**src/sv/pte_pkg.sv**
```systemverilog
`timescale 1ns / 1ps
// Shared types, constants and character classification functions for the
// PDF token byte escaper. No dependencies.
package pte_pkg;

    // Token kinds carried in tuser
    localparam logic [1:0] KIND_NAME = 2'd0;
    localparam logic [1:0] KIND_LIT  = 2'd1;
    localparam logic [1:0] KIND_HEX  = 2'd2;

    localparam int unsigned RUN_MAX     = 4;
    localparam int unsigned RUN_IDX_W   = $clog2(RUN_MAX);
    localparam int unsigned RUN_CNT_W   = $clog2(RUN_MAX + 1);
    localparam int unsigned QDEPTH      = 2;
    localparam int unsigned QPTR_W      = (QDEPTH > 1) ? $clog2(QDEPTH) : 1;
    localparam int unsigned QCNT_W      = $clog2(QDEPTH + 1);

    localparam logic [7:0] CH_SLASH  = 8'h2F;
    localparam logic [7:0] CH_LPAREN = 8'h28;
    localparam logic [7:0] CH_RPAREN = 8'h29;
    localparam logic [7:0] CH_LT     = 8'h3C;
    localparam logic [7:0] CH_GT     = 8'h3E;
    localparam logic [7:0] CH_HASH   = 8'h23;
    localparam logic [7:0] CH_BSLASH = 8'h5C;
    localparam logic [3:0] NIB_MASK  = 4'hF;

    // One serialized run: up to four characters and the index of the last one
    typedef struct packed {
        logic [RUN_MAX-1:0][7:0] chars;
        logic [RUN_IDX_W-1:0]    last_idx;
    } run_t;

    // Queue status seen by the front and back parts
    typedef struct packed {
        logic full;
        logic valid;
    } q_status_t;

    function automatic logic [7:0] hex_digit(input logic [3:0] nib);
        logic [7:0] d;
        if (nib < 4'd10)
            d = 8'h30 + {4'h0, nib};
        else
            d = 8'h37 + {4'h0, nib};
        return d;
    endfunction

    function automatic logic name_needs_escape(input logic [7:0] c);
        logic esc;
        if (c < 8'h21 || c > 8'h7E)
            esc = 1'b1;
        else
        begin
            case (c)
                8'h23, 8'h25, 8'h28, 8'h29, 8'h2F,
                8'h3C, 8'h3E, 8'h5B, 8'h5D, 8'h7B, 8'h7D: esc = 1'b1;
                default: esc = 1'b0;
            endcase
        end
        return esc;
    endfunction

    // Escape letter for a literal string byte, zero when copied bare
    function automatic logic [7:0] lit_escape(input logic [7:0] c);
        logic [7:0] e;
        case (c)
            8'h0A:   e = 8'h6E;
            8'h0D:   e = 8'h72;
            8'h09:   e = 8'h74;
            8'h08:   e = 8'h62;
            8'h0C:   e = 8'h66;
            8'h28:   e = 8'h28;
            8'h29:   e = 8'h29;
            8'h5C:   e = 8'h5C;
            default: e = 8'h00;
        endcase
        return e;
    endfunction

endpackage

```
**src/sv/pte_classify.sv**
```systemverilog
`timescale 1ns / 1ps
// Front part: classifies one input byte and builds its run of output
// characters for the queue. Depends on pte_pkg.
module pte_classify
    import pte_pkg::*;
(
    input  logic [1:0]           opcode,
    input  logic [7:0]           data_byte,
    input  logic                 first_flag,
    input  logic                 last_flag,
    input  logic                 no_byte,
    output run_t                 run,
    output logic [RUN_CNT_W-1:0] run_len
);

    logic [RUN_MAX-1:0][7:0] buf_c;
    logic [RUN_CNT_W-1:0]    n;
    logic [7:0]              esc;
    logic [7:0]              hi_dig;
    logic [7:0]              lo_dig;

    assign hi_dig = hex_digit(data_byte[7:4]);
    assign lo_dig = hex_digit(data_byte[3:0] & NIB_MASK);
    assign esc    = lit_escape(data_byte);

    always_comb
    begin
        buf_c = '0;
        n     = '0;
        if (opcode == KIND_NAME || opcode == KIND_LIT || opcode == KIND_HEX)
        begin
            if (first_flag)
            begin
                case (opcode)
                    KIND_NAME: buf_c[n[RUN_IDX_W-1:0]] = CH_SLASH;
                    KIND_LIT:  buf_c[n[RUN_IDX_W-1:0]] = CH_LPAREN;
                    default:   buf_c[n[RUN_IDX_W-1:0]] = CH_LT;
                endcase
                n = n + 1'b1;
            end
            if (!no_byte)
            begin
                case (opcode)
                    KIND_NAME:
                    begin
                        if (name_needs_escape(data_byte))
                        begin
                            buf_c[n[RUN_IDX_W-1:0]] = CH_HASH;
                            n = n + 1'b1;
                            buf_c[n[RUN_IDX_W-1:0]] = hi_dig;
                            n = n + 1'b1;
                            buf_c[n[RUN_IDX_W-1:0]] = lo_dig;
                            n = n + 1'b1;
                        end
                        else
                        begin
                            buf_c[n[RUN_IDX_W-1:0]] = data_byte;
                            n = n + 1'b1;
                        end
                    end
                    KIND_LIT:
                    begin
                        if (esc != 8'h00)
                        begin
                            buf_c[n[RUN_IDX_W-1:0]] = CH_BSLASH;
                            n = n + 1'b1;
                            buf_c[n[RUN_IDX_W-1:0]] = esc;
                            n = n + 1'b1;
                        end
                        else
                        begin
                            buf_c[n[RUN_IDX_W-1:0]] = data_byte;
                            n = n + 1'b1;
                        end
                    end
                    default:
                    begin
                        buf_c[n[RUN_IDX_W-1:0]] = hi_dig;
                        n = n + 1'b1;
                        buf_c[n[RUN_IDX_W-1:0]] = lo_dig;
                        n = n + 1'b1;
                    end
                endcase
            end
            // names have no closing delimiter
            if (last_flag && opcode != KIND_NAME)
            begin
                buf_c[n[RUN_IDX_W-1:0]] = (opcode == KIND_LIT) ? CH_RPAREN : CH_GT;
                n = n + 1'b1;
            end
        end
    end

    assign run.chars    = buf_c;
    assign run.last_idx = (n == '0) ? '0 : RUN_IDX_W'(n - 1'b1);
    assign run_len      = n;

endmodule

```
**src/sv/pte_queue.sv**
```systemverilog
`timescale 1ns / 1ps
// Short run queue between the classifier and the serializer.
// Depends on pte_pkg.
module pte_queue
    import pte_pkg::*;
(
    input  logic      clk,
    input  logic      rst_n,
    input  logic      push,
    input  run_t      push_run,
    input  logic      pop,
    output run_t      head_run,
    output q_status_t status
);

    run_t              entry_reg [QDEPTH];
    logic [QPTR_W-1:0] wr_ptr_reg;
    logic [QPTR_W-1:0] wr_ptr_next;
    logic [QPTR_W-1:0] rd_ptr_reg;
    logic [QPTR_W-1:0] rd_ptr_next;
    logic [QCNT_W-1:0] count_reg;
    logic [QCNT_W-1:0] count_next;

    function automatic logic [QPTR_W-1:0] ptr_inc(input logic [QPTR_W-1:0] p);
        logic [QPTR_W-1:0] r;
        if (p == QPTR_W'(QDEPTH - 1))
            r = '0;
        else
            r = p + 1'b1;
        return r;
    endfunction

    assign status.full  = (count_reg == QCNT_W'(QDEPTH));
    assign status.valid = (count_reg != '0);
    assign head_run     = entry_reg[rd_ptr_reg];

    always_comb
    begin
        wr_ptr_next = push ? ptr_inc(wr_ptr_reg) : wr_ptr_reg;
        rd_ptr_next = pop ? ptr_inc(rd_ptr_reg) : rd_ptr_reg;
        count_next  = count_reg;
        if (push && !pop)
            count_next = count_reg + 1'b1;
        else if (pop && !push)
            count_next = count_reg - 1'b1;
    end

    always_ff @(posedge clk)
    begin
        if (push)
            entry_reg[wr_ptr_reg] <= push_run;
    end

    always_ff @(posedge clk or negedge rst_n)
    begin
        if (!rst_n)
        begin
            wr_ptr_reg <= '0;
            rd_ptr_reg <= '0;
            count_reg  <= '0;
        end
        else
        begin
            wr_ptr_reg <= wr_ptr_next;
            rd_ptr_reg <= rd_ptr_next;
            count_reg  <= count_next;
        end
    end

endmodule

```
**src/sv/pte_serialize.sv**
```systemverilog
`timescale 1ns / 1ps
// Back part: walks the run at the queue head one character per cycle, while
// the output is not stalled, into a registered output stage. Depends on pte_pkg.
module pte_serialize
    import pte_pkg::*;
(
    input  logic       clk,
    input  logic       rst_n,
    input  q_status_t  q_status,
    input  run_t       head_run,
    output logic       pop,
    output logic       m_axis_tvalid,
    input  logic       m_axis_tready,
    output logic [7:0] m_axis_tdata,
    output logic       m_axis_tlast
);

    run_t                 run_reg;
    logic [RUN_IDX_W-1:0] idx_reg;
    logic [RUN_IDX_W-1:0] idx_next;
    logic                 busy_reg;
    logic                 busy_next;
    logic                 out_valid_reg;
    logic [7:0]           out_char_reg;
    logic                 out_last_reg;
    logic                 out_load;
    logic                 emit;
    logic                 done;

    assign out_load = !out_valid_reg || m_axis_tready;
    assign emit     = busy_reg && out_load;
    assign done     = emit && (idx_reg == run_reg.last_idx);
    // take the next run in the same cycle the current one finishes
    assign pop      = q_status.valid && (!busy_reg || done);

    always_comb
    begin
        busy_next = busy_reg;
        idx_next  = idx_reg;
        if (pop)
        begin
            busy_next = 1'b1;
            idx_next  = '0;
        end
        else if (done)
            busy_next = 1'b0;
        else if (emit)
            idx_next = idx_reg + 1'b1;
    end

    always_ff @(posedge clk)
    begin
        if (pop)
            run_reg <= head_run;
        if (emit)
        begin
            out_char_reg <= run_reg.chars[idx_reg];
            out_last_reg <= (idx_reg == run_reg.last_idx);
        end
    end

    always_ff @(posedge clk or negedge rst_n)
    begin
        if (!rst_n)
        begin
            busy_reg      <= 1'b0;
            idx_reg       <= '0;
            out_valid_reg <= 1'b0;
        end
        else
        begin
            busy_reg <= busy_next;
            idx_reg  <= idx_next;
            if (out_load)
                out_valid_reg <= emit;
        end
    end

    assign m_axis_tvalid = out_valid_reg;
    assign m_axis_tdata  = out_char_reg;
    assign m_axis_tlast  = out_last_reg;

endmodule

```
**src/sv/pdf_token_byte_escaper.sv**
```systemverilog
`timescale 1ns / 1ps
// Top level of the PDF token byte escaper: classifier, run queue, serializer.
// Depends on pte_pkg, pte_classify, pte_queue, pte_serialize.
//
// Each accepted byte becomes a run of one to four ASCII characters (opening
// delimiter, the byte bare or escaped, closing delimiter), sent one character
// per cycle while the receiver is ready, with tlast on the last character of
// the run; items that produce nothing (unused kind, empty item without flags)
// are accepted and dropped. Output goes through a single-character output
// register; the input side takes one transaction per cycle while the two-run
// queue has room. A character passes through the queue entry, the run
// register and the output register. No configuration, no state across items.
module pdf_token_byte_escaper
    import pte_pkg::*;
(
    input  logic       clk,
    input  logic       rst_n,
    input  logic       s_axis_tvalid,
    output logic       s_axis_tready,
    input  logic [7:0] s_axis_tdata,   // [7:0] data_byte
    input  logic [3:0] s_axis_tuser,   // [1:0] opcode, [2] first_flag, [3] no_byte
    input  logic       s_axis_tlast,   // last_flag
    output logic       m_axis_tvalid,
    input  logic       m_axis_tready,
    output logic [7:0] m_axis_tdata,   // [7:0] out_char
    output logic       m_axis_tlast    // end_of_run
);

    run_t                 cls_run;
    logic [RUN_CNT_W-1:0] cls_len;
    run_t                 head_run;
    q_status_t            q_status;
    logic                 push;
    logic                 pop;

    pte_classify u_classify (
        .opcode     (s_axis_tuser[1:0]),
        .data_byte  (s_axis_tdata),
        .first_flag (s_axis_tuser[2]),
        .last_flag  (s_axis_tlast),
        .no_byte    (s_axis_tuser[3]),
        .run        (cls_run),
        .run_len    (cls_len)
    );

    assign s_axis_tready = !q_status.full;
    // drop transactions that produce no characters
    assign push = s_axis_tvalid && s_axis_tready && (cls_len != '0);

    pte_queue u_queue (
        .clk      (clk),
        .rst_n    (rst_n),
        .push     (push),
        .push_run (cls_run),
        .pop      (pop),
        .head_run (head_run),
        .status   (q_status)
    );

    pte_serialize u_serialize (
        .clk           (clk),
        .rst_n         (rst_n),
        .q_status      (q_status),
        .head_run      (head_run),
        .pop           (pop),
        .m_axis_tvalid (m_axis_tvalid),
        .m_axis_tready (m_axis_tready),
        .m_axis_tdata  (m_axis_tdata),
        .m_axis_tlast  (m_axis_tlast)
    );

endmodule

```
**config.mk**
```make
export PLATFORM = sky130hd
export DESIGN_NAME = pdf_token_byte_escaper
export DESIGN_NICKNAME = d
export VERILOG_FILES = /design/src/sv/pte_pkg.sv /design/src/sv/pte_classify.sv /design/src/sv/pte_queue.sv /design/src/sv/pte_serialize.sv /design/src/sv/pdf_token_byte_escaper.sv
export SDC_FILE = /design/constraint.sdc
export NUM_CORES = 1
export LEC_CHECK = 0
export BUFFER_PORTS_ARGS = -buffer_cell sky130_fd_sc_hd__clkbuf_2
export CORE_MARGIN = 8
export CORE_UTILIZATION = 55
export DETAILED_ROUTE_END_ITERATION = 8
export GPL_TIMING_DRIVEN = 0
export PLACE_DENSITY = 0.79
export REMOVE_ABC_BUFFERS = 1
export SYNTH_ARGS = -nofsm -noshare
export SYNTH_HDL_FRONTEND = slang
export SYNTH_SLANG_ARGS = --single-unit
```
**constraint.sdc**
```tcl
create_clock -name clk -period 8.3 [get_ports clk]
set_clock_uncertainty 0.1 [all_clocks]
set_input_delay 0 -clock clk [delete_from_list [all_inputs] [get_ports clk]]
set_output_delay 0 -clock clk [all_outputs]
set_load 0.005 [all_outputs]
```
## Word-level counts from Yosys, hierarchy flattened

Memories as Yosys holds them, arrays and structs flattened. A register that Yosys moved wholly into a read port is not among the register bits.
Index checks and enable logic that the tools add are counted.

| cells by class | value |
|---|---|
| add/sub/neg operators | 14 |
| multipliers | 0 |
| divide/modulo/power cells | 0 |
| $lt $le $gt $ge | 13 |
| eq/ne operators | 22 |
| shift-type cells | 0 |
| multiplexer cells | 57 |
| bitwise operators | 6 |
| reduce and logical (&&, ||, !) cells | 33 |

Operators with widths:

| operator | number |
|---|---|
| bitwise mux 32 bit | 7 |
| 2-to-1 mux 32 bit | 6 |
| 2-to-1 mux 8 bit | 9 |
| demux 8 bit (select 2 bit) | 4 |
| one-hot mux 32 bit (2 select lines) | 1 |
| equality test 8 x 6 -> 1 bit, second input constant | 7 |
| one-hot mux 7 bit (8 select lines) | 1 |
| equality test 8 x 4 -> 1 bit, second input constant | 5 |
| equality test 8 x 7 -> 1 bit, second input constant | 5 |
| adder 6 x 4 -> 7 bit, first input constant | 4 |
| 2-to-1 mux 3 bit | 7 |
| AND 5 x 20 -> 20 bit | 1 |
| inverter 20 bit | 1 |
| AND 4 x 16 -> 16 bit | 1 |
| binary-select mux 8 bit (select 2 bit) | 1 |
| inverter 16 bit | 1 |
| bitwise OR 4 x 16 -> 16 bit | 1 |
| < comparator 2 x 3 -> 1 bit, second input constant | 5 |
| adder 3 x 1 -> 3 bit, second input constant | 4 |
| logical AND 1 bit | 12 |
| 2-to-1 mux 1 bit | 12 |
| 2-to-1 mux 2 bit | 6 |
| bitwise OR 3 x 12 -> 12 bit | 1 |
| OR reduction 11 bit | 1 |
| other kinds (22) | 42 |

| word-level totals | value |
|---|---|
| bits in registers | 17 |
| bits in latches | 0 |
| RAM bits | 68 |
| bits in read-only memories | 0 |
| input port bits | 17 |
| output and inout bits | 11 |
| memories | 1 |

Memories:

| memory | depth | bits a word | read ports | clocked after memory_dff | write ports | line | source |
|---|---|---|---|---|---|---|---|
| u_queue.entry_reg | 2 | 34 | 1 | 1 | 1 | pte_queue.sv:16 | `run_t entry_reg [QDEPTH];` |

## Depth between registers and ports, before layout

Gate-level depths: netlist of the first run.

| logic depth | value |
|---|---|
| depth after elaboration | 20 |
| gate-level depth with buffers | 23 |
| depth with buffers taken out | 21 |

## By module

From an unflattened synthesis of the first run, not the netlist that was laid out.

| second synthesis, totals | value |
|---|---|
| cell total of the unflattened synthesis | 542 |
| area total of the unflattened synthesis | 6650.1 sq um |

By module, submodules not included:

| module | times used | cells each | area an instance (sq um) |
|---|---|---|---|
| pte_queue | 1 | 122 | 2793.9 |
| pte_classify | 1 | 343 | 2132.0 |
| pte_serialize | 1 | 75 | 1710.4 |
| pdf_token_byte_escaper | 1 | 2 | 13.8 |

## Least setup slack after synthesis of the first run

Ideal clock, no wire load.

| timing | value |
|---|---|
| kind | input -> register |
| from | input port s_axis_tdata[1] |
| to | memory u_queue.entry_reg[0][0] in the netlist's numbering (enable) |
| library setup time | 0.461 ns |
| data arrival time | 5.672 ns |
| data required time | 7.739 ns |
| setup slack | 2.067 ns |
| stages on the path | 19 |
| buffers on the path | 2 |
| cells stage by stage | clkbuf_1 -> inv_1 -> ha_1 -> buf_6 -> mux2_4 -> and4b_4 -> or4_4 -> nor2_8 -> inv_4 -> ha_1 -> nor2b_1 -> o31ai_2 -> inv_1 -> ha_1 -> nand3_1 -> a21boi_0 -> o21ai_0 -> a21oi_1 -> nor3_1 |

| on the way | value |
|---|---|
| longest elaborated chain between the ends | 18 |

Ends and longest elaborated chain:

| what | line | source |
|---|---|---|
| start, declared | pdf_token_byte_escaper.sv:20 | `input logic [7:0] s_axis_tdata,` |
| equality test 8 x 6 -> 1 bit (tied with other cells) | pte_pkg.sv:54 | `case (c)` |
| OR reduction 11 bit | pte_pkg.sv:54 |  |
| 2-to-1 mux 1 bit | pte_pkg.sv:54 |  |
| 2-to-1 mux 1 bit | pte_pkg.sv:50 | `if (c < 8'h21 \|\| c > 8'h7E)` |
| 2-to-1 mux 1 bit | pte_classify.sv:43 | `case (opcode)` |
| 2-to-1 mux 1 bit | pte_classify.sv:41 | `if (!no_byte)` |
| 2-to-1 mux 1 bit | pte_classify.sv:30 | `if (opcode == KIND_NAME \|\| opcode == KIND_LIT \|\| opcode == KIND_HEX)` |
| 2-to-1 mux 3 bit | pte_classify.sv:46 | `if (name_needs_escape(data_byte))` |
| [... 2 more ...] | n/a |  |
| 2-to-1 mux 3 bit * | pte_classify.sv:30 |  |
| adder 3 x 1 -> 3 bit | pte_classify.sv:89 | `n = n + 1'b1;` |
| 2-to-1 mux 3 bit * | pte_classify.sv:86 | `if (last_flag && opcode != KIND_NAME)` |
| 2-to-1 mux 3 bit * | pte_classify.sv:30 |  |
| nonzero test 3 bit * | pdf_token_byte_escaper.sv:48 | `assign push = s_axis_tvalid && s_axis_tready && (cls_len != '0);` |
| logical AND 1 bit * | pdf_token_byte_escaper.sv:48 |  |
| 2-to-1 mux 1 bit * | pte_queue.sv:50 | `if (push)` |
| 2-to-1 mux 1 bit (not written as such) * | pte_queue.sv:51 | `entry_reg[wr_ptr_reg] <= push_run;` |
| end, declared | pte_queue.sv:16 |  |

Every way passes the cells marked *; elsewhere a longest branch is shown, timed or not. The select of a mux whose other input is x is not followed.

## Worst setup path after layout of the first run

| timing | value |
|---|---|
| from | input port s_axis_tdata[1] |
| to | memory u_queue.entry_reg[1][27] in the netlist's numbering (enable) |

Same word-level chain as after synthesis.

==> results of run 1 <==
-- layout make-up --
cell class	instances	area, um2	area share
timing repair buffer	33	198	0.0277
multi-input combinational	375	2730	0.382
inverter	18	70.1	0.00981
clock buffer	18	429	0.0601
tap	143	179	0.0250
clock inverter	14	188	0.0263
sequential	113	3350	0.470
-- timing repair --
action	4_1_cts	5_1_grt
endpoints found under the setup margin	0	0
endpoints found under the hold margin	20	0
hold buffers	4	0
-- Yosys cell counts (all sizes together) (4+ instances only) --
cell    number  area, um2
mux4         7        158
xnor2        7       61.3
buf          8       46.3
nor2b       12       75.1
a32oi        5       43.8
inv         17       66.3
ha          15        188
nand4        5       31.3
a31oi        9       56.3
mux2        34        387
a211oi       7       57.6
nor2        34        144
dfrtp        8        200
nand2       39        146
nand3       16       80.1
nand2b       5       31.3
a21oi       30        154
and3         7       43.8
nor4         5       31.3
and2         6       37.5
o21ai       35        175
edfxtp     105       3150
o21a         5       37.5
mux2i        4       40.0
nor3         9       45.0
o22ai        4       31.3
clkbuf      33        124
-- per-stage QoR --
step	cell area, um2	power (W)	std cells	hold WS [ns]	worst slack (ns)
after CTS	7140	0.00215	714	0.0110	3.05
after floorplan	6140	0.00122	506	-0.396	2.44
after global routing	7140	0.00223	714	0.0618	2.64
final	7140	0.00214	714	0.0371	2.99
after detailed placement	6490	0.00139	678	-0.244	2.63
after global placement	6460	0.00136	676	-0.249	0.355
-- layout by cell type, fill, tap and decap left out, types with 6 or more instances in the layout --
cell / instances
nand2_1: 39
mux2_2: 33
nor2b_1: 12
and3_1: 7
o21ai_0: 34
nand3_1: 16
dfrtp_1: 7
a21oi_1: 29
inv_1: 15
a211oi_1: 6
nor3_1: 8
clkbuf_2: 27
ha_1: 15
a31oi_1: 9
edfxtp_1: 105
nor2_1: 33
clkbuf_16: 17
mux4_2: 7
xnor2_1: 7
-- power groups by stage --
stage                     sequential, W  combinational [W]  clock (W)
after detailed placement       0.000944           0.000449          0
final                          0.000933           0.000452   0.000758
after global placement         0.000935           0.000427          0
after floorplan                0.000906           0.000310          0
after global routing           0.000951           0.000489   0.000789
after CTS                      0.000935           0.000456   0.000762
-- critical path: cells and delay by family --
kind            cells  cell delay [ns]
buf+inv             4             0.74
mux                 1             0.30
fa+ha+maj           3             0.90
simple gates        7             1.96
compound gates      4             1.31
-- cell families after synthesis --
group,count (synthesis)
DFF,113
adders and majority gates,15
and+or+nand+nor,154
muxes,45
buffers and inverters,59
xor gates and xnor gates,10
AOI/OAI and AO/OA,151
-- metal layers --
layer / GRT usage / vias to the layer above / routed length [um]
met4: 0.0865 / 0 / 334
met3: 0.0429 / 30 / 1200
met5: 0 / - / 0
met1: 0.299 / 2338 / 7090
met2: 0.357 / 258 / 7700
li1: - / 2137 / -
-- path summary, 6_finish.rpt --
check / from / end / slack, ns / depth (start not counted)
min: s_axis_tlast / u_queue.entry_reg[0][26] / 0.04 / 3
max in group asynchronous: rst_n / u_queue.rd_ptr_reg / 7.34 / 3
max reg2reg: u_serialize.idx_reg[0] / u_serialize.run_reg[11] / 5.17 / 5
min in group asynchronous: rst_n / u_queue.wr_ptr_reg / 0.48 / 3
min reg2reg: u_queue.count_reg[1] / u_queue.count_reg[1] / 0.44 / 1
max: s_axis_tdata[1] / u_queue.entry_reg[1][27] / 2.99 / 19
==> reports/metrics.yaml, run 1 <==
drt:
  drt_wl_total_um: 16300
  via_density_per_instance: 6.67
  drt_pre_antenna_iters: 5
  post_drt_wl_per_cell_um: 22.9
  vias_after_detailed_routing: 4763
  drt_iter0_drc: 659
  detail_route.drc_violations: 0
  antenna_left: 0
synth:
  synth_top_family_by_area: "compound AO/OA/AOI/OAI gates"
  syn-cell-area_um2: 6310
  ys_seq_elements: 113
  synth-edff-count: 105
  asyncSetResetFlopFracSynth: 0.0708
  post_synth_and_or_nand_nor_area_fraction: 0.127
  synth.mux.area_fraction: 0.0925
  yosys.area_share.xor_xnor: 0.0139
  post_synth_inst_count: 547
  yosys_warnings: 0
  top_flip_flop_cell_by_instance_count_after_synthesis: "edfxtp_1"
  post_synth_fa_ha_maj_area_fraction: 0.0297
  synth.lib_cells_used.distinct: 79
  seq_area_frac_synth: 0.531
  complex_gate_fraction_of_the_synthesized_area: 0.168
  post_synth.cell_area_avg_um2: 11.5
placed_design:
  place_hpwl_um: 11000
  portBuffers: 27
  final_weighted_congestion_in_routability_driven_placement: 0.938
clock_tree:
  cts.repair.resized: 0
  root_buffer: "clkbuf_16"
  clk_sink_count: 113
  path_clk_slew_ns: 0.05
  tritoncts_clock_tree: "done"
  htreeDepth: 4
  post-cts-setup-buffers: 0
  numCtsBuffers: 17
  cts_buffer_depth: 2
  clk-insertion-delay-late_ns: 0.41
power:
  p_switching_w: 0.000605
  power_frac_comb: 0.211
  p_leak_nw: 2.61
  sequentialPowerShare: 0.435
  max-vdd-ir-drop_mv: 0.269
  p_clk_frac: 0.354
  powerDensity_nw_per_um2: 300
  internal-power_w: 0.00154
  power_switching_share: 0.282
critical_path:
  critical_path.cell_chain: "clkbuf_2 > inv_1 > ha_1 > mux2_4 > and4b_4 > or4_4 > nor2_8 > inv_4 > ha_1 > nor2b_1 > o31ai_2 > inv_1 > ha_1 > nand3_1 > a21boi_0 > o21ai_0 > a21oi_1 > nor2_1 > and2_2"
  worstPathRequired_ns: 8.25
  cp-end-kind: "register"
  critPathMaxStageDelay_ns: 0.57
  crit_slowest_cell: "or4_4"
  critPathMostFrequentCell: "ha_1"
  arrival_worst_endpoint_ns: 5.27
  critPathMaxFanout: 32
  path_class: "in2reg"
  critical_path.startpoint_type: "primary input"
finish:
  antennaDiodeCount: 0
  fill_cells: 857
  design.final.nets: 590
  largest_register_ffs: 64
  final_layout_size_suffix_gt1_frac: 0.212
  final_core_util: 0.631
  syn2layout_area_growth_pct: 13.2
min_path:
  hold_class: "in2reg"
global_routing:
  grt_start_max_net_pins: 45
  globalRouteTotalUtil: 0.224
  global_route_wire_length_before_repair_um: 25900
  grt_antenna_before_repair: 0
  grt_pass1_vias: 4634
  gr-total-overflow: 0
floorplan:
  row_count: 39
  die-width_um: 123
  core-area_um2: 11300
  die-area_um2: 15200
  dieHeight_um: 123
  floorplan.initialDensity: 0.558
  io_pins: 28
timing:
  timing.final.crit_share: 0.640
  maxClockFrequency_mhz: 188
  tightest_slew_ns: 1.33
  final-hold-violation-count: 0
  timing.slew.headroom: 0.115
  grt_setup_unrepaired: "false"
  timing.setup.tns_ns: 0
  shortest_period_the_worst_path_allows_ns: 5.31
  setup-violations-final: 0
  drv_slew: 0
run:
  max_cap_violations: 0
outcome:
  run_status: "finished clean"
Note: power is estimated with default switching activity, not from simulation.
==> run 2: changes to the inputs <==
--- a/config.mk
+++ b/config.mk
@@ -5,12 +5,13 @@
 export SDC_FILE = /design/constraint.sdc
 export NUM_CORES = 1
 export LEC_CHECK = 0
+export ABC_AREA = 1
 export BUFFER_PORTS_ARGS = -buffer_cell sky130_fd_sc_hd__clkbuf_2
 export CORE_MARGIN = 8
 export CORE_UTILIZATION = 55
 export DETAILED_ROUTE_END_ITERATION = 8
 export GPL_TIMING_DRIVEN = 0
-export PLACE_DENSITY = 0.79
+export PLACE_DENSITY = 0.8
 export REMOVE_ABC_BUFFERS = 1
 export SYNTH_ARGS = -nofsm -noshare
 export SYNTH_HDL_FRONTEND = slang
==> constraint.sdc (replaced) <==
create_clock -name clk -period 5.1 [get_ports clk]
set_clock_uncertainty 0.1 [all_clocks]
set_input_delay 0 -clock clk [delete_from_list [all_inputs] [get_ports clk]]
set_output_delay 0 -clock clk [all_outputs]
set_load 0.005 [all_outputs]
==> run 2 against run 1 <==
Net effect:
- power grew 61%
- sequential power grew 63%
- first-iteration DRC count down 24%
- core utilization up 1.6 points
- worst setup slack got worse by 1.8 ns
- final area down 2.2%
- routed wire length fell by 7.9%
- sequential cell count stayed put
- via count decreased by 0.76%
- final cell count grew 13%
- synthesized area shrank 4.2%
- largest cell class unchanged
- largest power group unchanged
- highest routed layer unchanged
==> reports/metrics.yaml, run 2 <==
power:
  powerDensity_nw_per_um2: 494
  p_leak_nw: 2.80
  max-vdd-ir-drop_mv: 0.432
  finalPower_w: 0.00345
clock_tree:
  post-cts-setup-buffers: 0
  clk-insertion-delay-late_ns: 0.50
  tritoncts_clock_tree: "done"
  clk_sink_count: 113
  root_buffer: "clkbuf_8"
  cts_buffer_depth: 2
  numCtsBuffers: 17
  cts.repair.resized: 0
  path_clk_slew_ns: 0.05
  holdBufCountCts: 6
  htreeDepth: 4
synth:
  synth_top_area_frac: 0.521
  post_synth_inst_count: 620
  synth_most_common_cell: "nand2_1"
  synth_common_cells: "nand2_1, edfxtp_1, nor2_1"
  ys_seq_elements: 113
  seq_area_frac_synth: 0.554
  syn-cell-area_um2: 6050
  synthTopCellsByArea: "edfxtp_1, nand2_1, mux2_2, o21ai_0, nor2_1"
  synth-edff-count: 105
  synth.lib_cells_used.distinct: 40
  top_flip_flop_cell_by_instance_count_after_synthesis: "edfxtp_1"
  yosys_warnings: 0
  post_synth.cell_area_avg_um2: 9.76
  asyncSetResetFlopFracSynth: 0.0708
  synth_top_area_cell: "edfxtp_1"
critical_path:
  path_class: "in2reg"
  critical_path.startpoint_type: "primary input"
  arrival_worst_endpoint_ns: 3.92
  setup.reg_to_reg.worst_slack_ns: 1.85
  cp-end-kind: "register"
  setup.worst_path.end: "u_queue.entry_reg[0][19]"
  critical-path-top-delay-family: "simple AND/OR/NAND/NOR gates"
  worst_setup_path_startpoint: "s_axis_tdata[7]"
  crit_slowest_cell: "nor2_4"
  critical_path.cell_chain: "dlygate4sd3_1 > clkbuf_2 > inv_1 > nand3_1 > a21oi_1 > nor2_1 > nand2_2 > inv_2 > ha_1 > nand2_1 > nand2_1 > nand2_1 > nand3_2 > inv_2 > ha_1 > nand2_1 > a21oi_1 > nand3b_1 > nand2_1 > nor2_4"
  cp_depth: 20
  critPathMostFrequentCell: "nand2_1"
  critPathMaxFanout: 32
  crit-reg2reg-capture: "u_queue.count_reg[1]"
  regToRegStartpoint: "u_serialize.idx_reg[1]"
  worstPathRequired_ns: 5.12
  worst-path-buf-inv: 5
  critPathMaxStageDelay_ns: 0.76
  reg2regPathDepth: 11
finish:
  final_core_util: 0.647
  fin_cells: 807
  design.final.nets: 686
  final_layout_size_suffix_gt1_frac: 0.181
  antennaDiodeCount: 0
  final_common_cell: "nand2_1"
  syn2layout_area_growth_pct: 15.4
  largest_register_ffs: 64
  fill_cells: 817
  mostFrequentLayoutCells: "nand2_1, edfxtp_1, nor2_1"
timing:
  drv_slew: 0
  grt_setup_unrepaired: "false"
  tightest_slew_ns: 1.15
  timing.final.crit_share: 0.765
  shortest_period_the_worst_path_allows_ns: 3.90
  maxClockFrequency_mhz: 256
  timing.setup.tns_ns: 0
  timing.final.ws_setup_ns: 1.20
  timing.slew.headroom: 0.231
  setup-violations-final: 0
  final-hold-violation-count: 0
min_path:
  hold_class: "in2reg"
drt:
  post_drt_wl_per_cell_um: 18.6
  drt_pre_antenna_iters: 5
  via_density_per_instance: 5.86
  antenna_left: 0
  vias_after_detailed_routing: 4727
  drt_wl_total_um: 15000
  detail_route.drc_violations: 0
  drt_iter0_drc: 498
placed_design:
  dp_cells: 769
  place_hpwl_um: 10400
  final_weighted_congestion_in_routability_driven_placement: 0.988
  post-place-ws_ns: 0.957
  portBuffers: 27
global_routing:
  globalRouteTotalUtil: 0.209
  global_route_wire_length_before_repair_um: 23700
  grt_pass1_vias: 4563
  grt_antenna_before_repair: 0
  grt_start_max_net_pins: 36
  gr-total-overflow: 0
floorplan:
  row_count: 38
  die-area_um2: 14600
  io_pins: 28
  floorplan.initialDensity: 0.561
  dieHeight_um: 121
  die-width_um: 121
  core-area_um2: 10800
outcome:
  run_status: "finished clean"
run:
  max_cap_violations: 0
## run 2: through the flow
stage | hold WS, ns | cell area (um2)
6_report | 0.0505 | 6980
5_1_grt | 0.0523 | 6980
4_1_cts | 0.00990 | 6980
3_5_place_dp | -0.245 | 6330
3_3_place_gp | -0.250 | 6280
2_1_floorplan | -0.396 | 5970
## run 2: kinds of logic (layout without fill, tap and decap cells)
| group | after synthesis | after routing | synth area share |
|---|---|---|---|
| AOI/OAI and AO/OA | 121 | 121 | 0.110 |
| xor gates and xnor gates | 6 | 6 | 0.00869 |
| adders and majority gates | 15 | 15 | 0.0310 |
| buffers and inverters | 79 | 126 | 0.0502 |
| DFF | 113 | 113 | 0.554 |
| muxes | 32 | 32 | 0.0596 |
| and+or+nand+nor | 254 | 254 | 0.186 |
## run 2: worst register-to-register path, delay by kind of cell (launching register included)
| kind | cells | cell delay [ns] |
|---|---|---|
| xor gates and xnor gates | 1 | 0.14 |
| and+or+nand+nor | 5 | 1.23 |
| DFF | 1 | 0.50 |
| buffers and inverters | 2 | 0.55 |
| adders and majority gates | 1 | 0.38 |
| AOI/OAI and AO/OA | 2 | 0.24 |
## run 2: worst min-delay path by stage
stage                          from                  endpoint  slack [ns]  cells past startpoint
floorplan                     rst_n      u_queue.count_reg[0]       -0.40                      0
global placement              rst_n      u_queue.count_reg[0]       -0.25                      1
detailed placement            rst_n      u_queue.count_reg[1]       -0.25                      1
CTS                 s_axis_tdata[1]  u_queue.entry_reg[1][31]        0.01                      4
global route        s_axis_tdata[1]  u_queue.entry_reg[1][31]        0.05                      4
finish                s_axis_tvalid        u_queue.wr_ptr_reg        0.05                      6
## run 2: layout make-up
cell class	count	area, um2	share of cell area
flip-flops and latches	113	3350	0.480
multi-input cells	428	2420	0.346
well taps	140	175	0.0251
repair buffers	34	223	0.0319
clock buffers	20	425	0.0609
inverters	60	225	0.0322
clock inverters	12	165	0.0236
## run 2: metal layers
metal / wire [um] / GRT usage
met1: 6220 / 0.256
met3: 1070 / 0.0563
met2: 7410 / 0.348
met5: 0 / 0
met4: 318 / 0.0781
## run 2: power breakdown
| group | internal [W] | switching [W] |
|---|---|---|
| logic | 0.000305 | 0.000459 |
| registers | 0.00136 | 0.000164 |
| clock network | 0.000785 | 0.000376 |
| total | 0.00245 | 0.000998 |
